File: src/hdl/tstp_pkg.sv
package tstp_pkg;

    localparam int IN_DATA_W  = 8;
    localparam int OUT_DATA_W = 56;

    localparam int SMALL_W = 7;
    localparam int MONTH_W = 8;
    localparam int YEAR_W  = 14;
    localparam int ACC_W   = 14;
    localparam int SLOTS   = 5;

    localparam logic [2:0] TOKEN_YEAR     = 3'd2;
    localparam logic [2:0] TOKEN_LAST     = 3'd5;
    localparam logic [2:0] TOKEN_COUNT    = 3'd6;
    localparam logic [2:0] LEN_YEAR       = 3'd4;
    localparam logic [2:0] LEN_SMALL      = 3'd2;
    localparam logic [2:0] LEN_CONVERT    = 3'd4;
    localparam logic [2:0] LEN_SATURATE   = 3'd5;

    localparam logic [YEAR_W-1:0] YEAR_BASE = 14'd1900;

    localparam logic [7:0] CH_MINUS = 8'h2D;
    localparam logic [7:0] CH_SPACE = 8'h20;
    localparam logic [7:0] CH_COLON = 8'h3A;
    localparam logic [7:0] CH_PLUS  = 8'h2B;
    localparam logic [7:0] CH_TAB   = 8'h09;
    localparam logic [7:0] CH_CR    = 8'h0D;
    localparam logic [7:0] CH_ZERO  = 8'h30;
    localparam logic [7:0] CH_NINE  = 8'h39;

    typedef enum logic [1:0] {
        PH_SKIP   = 2'd0,
        PH_DIGITS = 2'd1,
        PH_DONE   = 2'd2
    } t_phase;

endpackage

File: src/hdl/timestamp_text_parser.sv
// Channel  Direction  tdata                 tuser      tlast
// s        in         [7:0] character       -          is_end
// m        out        [49:0] date and time  valid_res  -
//
// A byte transfer updates the token state in the cycle it is taken and gives
// no result. A terminator transfer gives one result in the next cycle.
// One transfer per cycle is taken; the only stall comes from a held result
// register while the m side is not ready. Reset is synchronous and clears
// all parser state and the result valid flag; the result data and tuser are not reset.
module timestamp_text_parser (
    input  logic                              i_clk,
    input  logic                              i_rst_n,
    input  logic                              i_s_tvalid,
    output logic                              o_s_tready,
    input  logic [tstp_pkg::IN_DATA_W-1:0]    i_s_tdata,   // [7:0] character
    input  logic                              i_s_tlast,   // is_end
    output logic                              o_m_tvalid,
    input  logic                              i_m_tready,
    // [6:0] day_of_month, [14:7] month_index, [28:15] years_since_1900,
    // [35:29] hour_value, [42:36] minute_value, [49:43] second_value
    output logic [tstp_pkg::OUT_DATA_W-1:0]   o_m_tdata,
    output logic                              o_m_tuser    // valid_res
);
    import tstp_pkg::*;

    logic [2:0]          r_tn, n_tn;
    logic [2:0]          r_len, n_len;
    t_phase              r_phase, n_phase;
    logic [ACC_W-1:0]    r_acc, n_acc;
    logic                r_failed, n_failed;
    logic [SMALL_W-1:0]  r_small [SLOTS];
    logic [SMALL_W-1:0]  n_small [SLOTS];
    logic [YEAR_W-1:0]   r_year, n_year;

    logic                r_out_valid, n_out_valid;
    logic                r_out_user, n_out_user;
    logic [OUT_DATA_W-1:0] r_out_data, n_out_data;

    logic                w_take;
    logic                w_delim;
    logic                w_ws;
    logic                w_digit;
    logic                w_plus;
    logic [ACC_W-1:0]    w_acc_next;
    logic [2:0]          w_need;
    logic [2:0]          w_slot;
    logic                w_ok;
    logic [MONTH_W-1:0]  w_month;
    logic [YEAR_W-1:0]   w_year;

    assign o_s_tready = !r_out_valid || i_m_tready;
    assign w_take     = i_s_tvalid && o_s_tready;

    assign w_delim = (i_s_tdata == CH_MINUS) || (i_s_tdata == CH_SPACE)
                   || (i_s_tdata == CH_COLON);
    assign w_ws    = (i_s_tdata >= CH_TAB) && (i_s_tdata <= CH_CR);
    assign w_digit = (i_s_tdata >= CH_ZERO) && (i_s_tdata <= CH_NINE);
    assign w_plus  = (i_s_tdata == CH_PLUS);

    assign w_acc_next = {r_acc[ACC_W-4:0], 3'b000} + {r_acc[ACC_W-2:0], 1'b0}
                      + {{(ACC_W-4){1'b0}}, i_s_tdata[3:0]};

    assign w_need = (r_tn == TOKEN_YEAR) ? LEN_YEAR : LEN_SMALL;
    assign w_slot = (r_tn < TOKEN_YEAR) ? r_tn : r_tn - 3'd1;

    // The terminator closes the sixth token, which is still in the accumulator.
    assign w_ok    = !r_failed && (r_tn == TOKEN_LAST) && (r_len == LEN_SMALL);
    assign w_month = {1'b0, r_small[1]} - 8'd1;
    assign w_year  = r_year - YEAR_BASE;

    always_comb begin
        n_tn     = r_tn;
        n_len    = r_len;
        n_phase  = r_phase;
        n_acc    = r_acc;
        n_failed = r_failed;
        n_small  = r_small;
        n_year   = r_year;
        if (w_take) begin
            if (i_s_tlast) begin
                n_tn     = '0;
                n_len    = '0;
                n_phase  = PH_SKIP;
                n_acc    = '0;
                n_failed = 1'b0;
                for (int i = 0; i < SLOTS; i++) begin
                    n_small[i] = '0;
                end
                n_year   = '0;
            end else if (!r_failed) begin
                if (w_delim) begin
                    if ((r_tn >= TOKEN_COUNT) || (r_len != w_need)) begin
                        n_failed = 1'b1;
                    end else begin
                        if (r_tn == TOKEN_YEAR) begin
                            n_year = r_acc;
                        end else begin
                            n_small[w_slot] = r_acc[SMALL_W-1:0];
                        end
                        n_tn    = r_tn + 3'd1;
                        n_len   = '0;
                        n_phase = PH_SKIP;
                        n_acc   = '0;
                    end
                end else begin
                    if (r_len < LEN_CONVERT) begin
                        case (r_phase)
                            PH_SKIP: begin
                                if (w_ws) begin
                                    n_phase = PH_SKIP;
                                end else if (w_plus) begin
                                    n_phase = PH_DIGITS;
                                end else if (w_digit) begin
                                    n_acc   = w_acc_next;
                                    n_phase = PH_DIGITS;
                                end else begin
                                    n_phase = PH_DONE;
                                end
                            end
                            PH_DIGITS: begin
                                if (w_digit) begin
                                    n_acc = w_acc_next;
                                end else begin
                                    n_phase = PH_DONE;
                                end
                            end
                            default: begin
                                n_phase = r_phase;
                            end
                        endcase
                    end
                    if (r_len < LEN_SATURATE) begin
                        n_len = r_len + 3'd1;
                    end
                end
            end
        end
    end

    always_comb begin
        n_out_valid = r_out_valid;
        n_out_user  = r_out_user;
        n_out_data  = r_out_data;
        if (w_take && i_s_tlast) begin
            n_out_valid = 1'b1;
            n_out_user  = w_ok;
            n_out_data  = '0;
            if (w_ok) begin
                n_out_data = {6'b0, r_acc[SMALL_W-1:0], r_small[3], r_small[2],
                              w_year, w_month, r_small[0]};
            end
        end else if (i_m_tready) begin
            n_out_valid = 1'b0;
        end
    end

    always_ff @(posedge i_clk) begin
        if (!i_rst_n) begin
            r_tn        <= '0;
            r_len       <= '0;
            r_phase     <= PH_SKIP;
            r_acc       <= '0;
            r_failed    <= 1'b0;
            for (int i = 0; i < SLOTS; i++) begin
                r_small[i] <= '0;
            end
            r_year      <= '0;
            r_out_valid <= 1'b0;
        end else begin
            r_tn        <= n_tn;
            r_len       <= n_len;
            r_phase     <= n_phase;
            r_acc       <= n_acc;
            r_failed    <= n_failed;
            r_small     <= n_small;
            r_year      <= n_year;
            r_out_valid <= n_out_valid;
        end
    end

    always_ff @(posedge i_clk) begin
        r_out_user <= n_out_user;
        r_out_data <= n_out_data;
    end

    assign o_m_tvalid = r_out_valid;
    assign o_m_tuser  = r_out_user;
    assign o_m_tdata  = r_out_data;

endmodule

File: config.mk
export PLATFORM = sky130hd
export DESIGN_NAME = timestamp_text_parser
export DESIGN_NICKNAME = d
export VERILOG_FILES = /design/src/hdl/tstp_pkg.sv /design/src/hdl/timestamp_text_parser.sv
export SDC_FILE = /design/constraint.sdc
export NUM_CORES = 1
export LEC_CHECK = 0
export BUFFER_PORTS_ARGS = -buffer_cell sky130_fd_sc_hd__buf_2
export CAP_MARGIN = 20
export CORE_MARGIN = 1
export CORE_UTILIZATION = 65
export CTS_BUF_LIST = sky130_fd_sc_hd__clkbuf_8
export DETAILED_ROUTE_END_ITERATION = 8
export PLACE_DENSITY = 0.88
export SKIP_LAST_GASP = 1
export SLEW_MARGIN = 20
export SYNTH_ARGS = -nofsm -noshare
export SYNTH_HDL_FRONTEND = slang
export SYNTH_SLANG_ARGS = --single-unit
File: constraint.sdc
create_clock -name i_clk -period 6.8 [get_ports i_clk]
set_input_delay 1.02 -clock i_clk [delete_from_list [all_inputs] [get_ports i_clk]]
set_output_delay 1.02 -clock i_clk [all_outputs]
set_load 0.005 [all_outputs]
==> impl_metrics.tcl <==
set metrics [dict create \
    outcome "complete, no violations" \
    hp-class "reg -> reg" \
    cp_slowest_stage_delay_ns 0.59 \
    drt_pass1_iterations 5 \
    p_leak_nw 2.83 \
    ys_seq_area_frac 0.504 \
    ant_nets 0 \
    hold_ws_ns 0.460 \
    synth_area_per_cell_um2 10.7 \
    grt_overflow 0 \
    clk_latency_ns 0.43 \
    required_ns 7.11 \
    grt_pass1_vias 4317 \
    fmax_mhz 314 \
    multi_input_area_um2 2620 \
    comb_power_share 0.045 \
    cts_root_buf "clkbuf_8" \
    endpoint_kind "flip-flop" \
    dp_hpwl_um 8490 \
    io_buffers 65 \
    synth_seq_cells 117 \
    setup_viol 0 \
    cts_resized 0 \
    antenna_found_initial 0 \
    critPathBufInv 3 \
    core_um2 8340 \
    crit_chain "buf_2, inv_1, fa_1, inv_1, ha_1, a21oi_1, o22ai_1, o2111a_1, or3_1, a32o_1" \
    cts_tree "done" \
    period_needed_ns 3.18 \
    path_clk_slew_ns 0.07 \
    insertedDiodeCount 0 \
    grt_max_degree 56 \
    relSlewSlack 0.347 \
    synth_edf_count 51 \
    drc_errors 0 \
    synth_top_area_frac 0.271 \
    internal-power_mw 1.17 \
    cts_hold_buf 0 \
    pwr-share-clk 0.461 \
    syn_to_final_growth_pct 14.1 \
    switching_power_mw 0.352 \
    cp_data_arrival_time_ns 3.50 \
    ys_warn_count 0 \
    timing_hold_violations_final 0 \
    skew_ns 0.0153 \
    rsz0062_at_grt "false" \
    drv_slew 0 \
    start_kind "input pin" \
    grt_pass1_wl_um 21400 \
    cts_buffers 17 \
    drv_cap 0 \
    start_util 0.679 \
    async_reset_ff_frac 0 \
    vias 4450 \
    cts_max_level 4 \
    clkSinkCount 117 \
    synth.distinct_cells 57 \
    pin_count 72 \
    ff_latch_area_um2 2850 \
    period_share 0.468 \
    fin_tns_setup_ns 0 \
    track_usage 0.315 \
    yosys-top-cells-area "edfxtp_1, dfxtp_1, ha_1" \
    crit_type "in -> reg" \
    viasPerCell 6.27 \
    die_w_um 95.3 \
    p_sw_frac 0.231 \
    postCtsSetupBuffers 0 \
    syn_inst 530 \
    drive_gt1_frac 0.180 \
    p_seq_frac 0.494 \
    die_area_um2 9080 \
    gp_congestion 0.892 \
    cts_buffer_depth 2 \
    syn-cell-area_um2 5660 \
    ir_drop_v 0.000176 \
    drtIter0Drc 360 \
    power.density_nw_per_um2 236 \
    synth_top_area_cell "edfxtp_1" \
    crit_family "compound AO/OA/AOI/OAI gates" \
    fillers 479 \
    totalWireLength_um 13200 \
    core.rowCount 33 \
    wl_per_cell_um 18.7 \
    crit_top_cell "inv_1" \
    num-nets-final 637 \
    worst_pin_slew_ns 0.976 \
    slowest_stage "fa_1" \
    synth_ff_type "dfxtp_1" \
    fp.dieH_um 95.3 \
    critPathMaxFanout 8 \
]
## worst register-to-register path, stage by stage (launching register included)
cell     delay, ns
dfxtp_1       0.44
inv_1         0.13
ha_1          0.15
nand4_1       0.76
inv_1         0.98
nand2_1       0.18
nor4_1        0.27
## flip-flops by register name, indices dropped and copies added, names as in the netlist
signal,flops
o_m_tdata,50
r_small,28
r_acc,14
r_year,14
r_len,3
r_tn,3
r_phase,2
o_m_tuser,1
o_m_tvalid,1
r_failed,1
## cells in the mapped netlist (3+ instances only)
master	instances
buf_2	3
a32o_1	6
inv_1	21
mux2i_1	32
dfxtp_1	66
a31oi_1	5
nand3_1	9
nand2_1	52
edfxtp_1	51
nor2_1	35
a22o_1	23
and2_1	36
a21o_1	4
o21ai_0	10
clkbuf_1	18
o21a_1	5
xnor2_1	10
xor2_1	7
nand2b_1	6
a21oi_1	18
nor3_1	9
or3_1	10
o22ai_1	4
nor2b_1	4
nor4_1	3
buf_4	7
ha_1	30
nand4_1	7
## metal layers
metal | global-route usage | vias up | wire (µm) | part of all wire
met5 | 0 | - | 0 | 0
met4 | 0.150 | 0 | 416 | 0.031
met3 | 0.0702 | 40 | 1040 | 0.079
met2 | 0.527 | 254 | 6490 | 0.49
met1 | 0.384 | 2108 | 5290 | 0.40
li1 | - | 2048 | - | -
## area by class of cell
type / instances / share of cell area
sequential: 117 / 0.442
tap: 105 / 0.0203
inverter: 21 / 0.0124
clock inverter: 15 / 0.0314
clock buffer: 17 / 0.0362
timing repair buffer: 66 / 0.0515
multi-input combinational: 369 / 0.406
## per-stage QoR
step	setup slack (ns)	util	std cells	instance area [µm²]	power, mW
after floorplan	3.54	-	535	5680	0.809
after global placement	3.33	0.720	678	6010	0.830
after detailed placement	3.19	0.720	678	6010	0.833
after CTS	3.64	0.773	710	6440	1.52
after global routing	3.41	0.774	710	6460	1.56
final	3.62	0.774	710	6460	1.52
## logic make-up (layout without fill, tap and decap cells)
group           Yosys count  count (layout)  share of synthesized area
simple gates            182             182                      0.163
flops                   117             117                      0.504
compound gates          100             100                      0.139
buf+inv                  49             119                     0.0378
fa+ha+maj                32              32                     0.0734
mux                      32              32                     0.0566
xor+xnor                 17              17                     0.0263
other cells               1               6                   0.000663
## layout by cell type (no fill, tap or decap), types with 4 or more instances in the layout
cell type	n
a32o_1	6
ha_1	30
o21ai_0	10
xor2_1	7
clkbuf_8	17
inv_1	21
nand4_1	7
buf_2	65
nor2b_1	4
a22o_1	23
and2_1	36
mux2i_1	32
nand3_1	9
a21oi_1	18
nor3_1	9
nor2_1	35
or3_1	10
a31oi_1	4
xnor2_1	10
edfxtp_1	51
o21a_1	5
nand2_1	52
dfxtp_1	66
nand2b_1	6
conb_1	6
clkinv_4	4
a21o_1	4
bufinv_16	4
## power groups by stage
stage	logic (mW)	clock network (mW)	registers, mW
final	0.0680	0.702	0.751
after global routing	0.0753	0.734	0.752
after CTS	0.0672	0.704	0.751
after detailed placement	0.0667	0	0.767
after global placement	0.0642	0	0.766
after floorplan	0.0424	0	0.766
## path summary, 6_finish.rpt
path                              startpoint            end  slack [ns]  cells past startpoint
worst max-delay path            i_s_tdata[3]      r_acc[13]        3.62                     10
worst min-delay path             r_small[13]    r_small[13]        0.46                      2
worst max register to register      r_len[0]  o_m_tdata[14]        3.71                      6
worst min register to register   r_small[13]    r_small[13]        0.46                      2
Power figures use the tool's default switching activity.
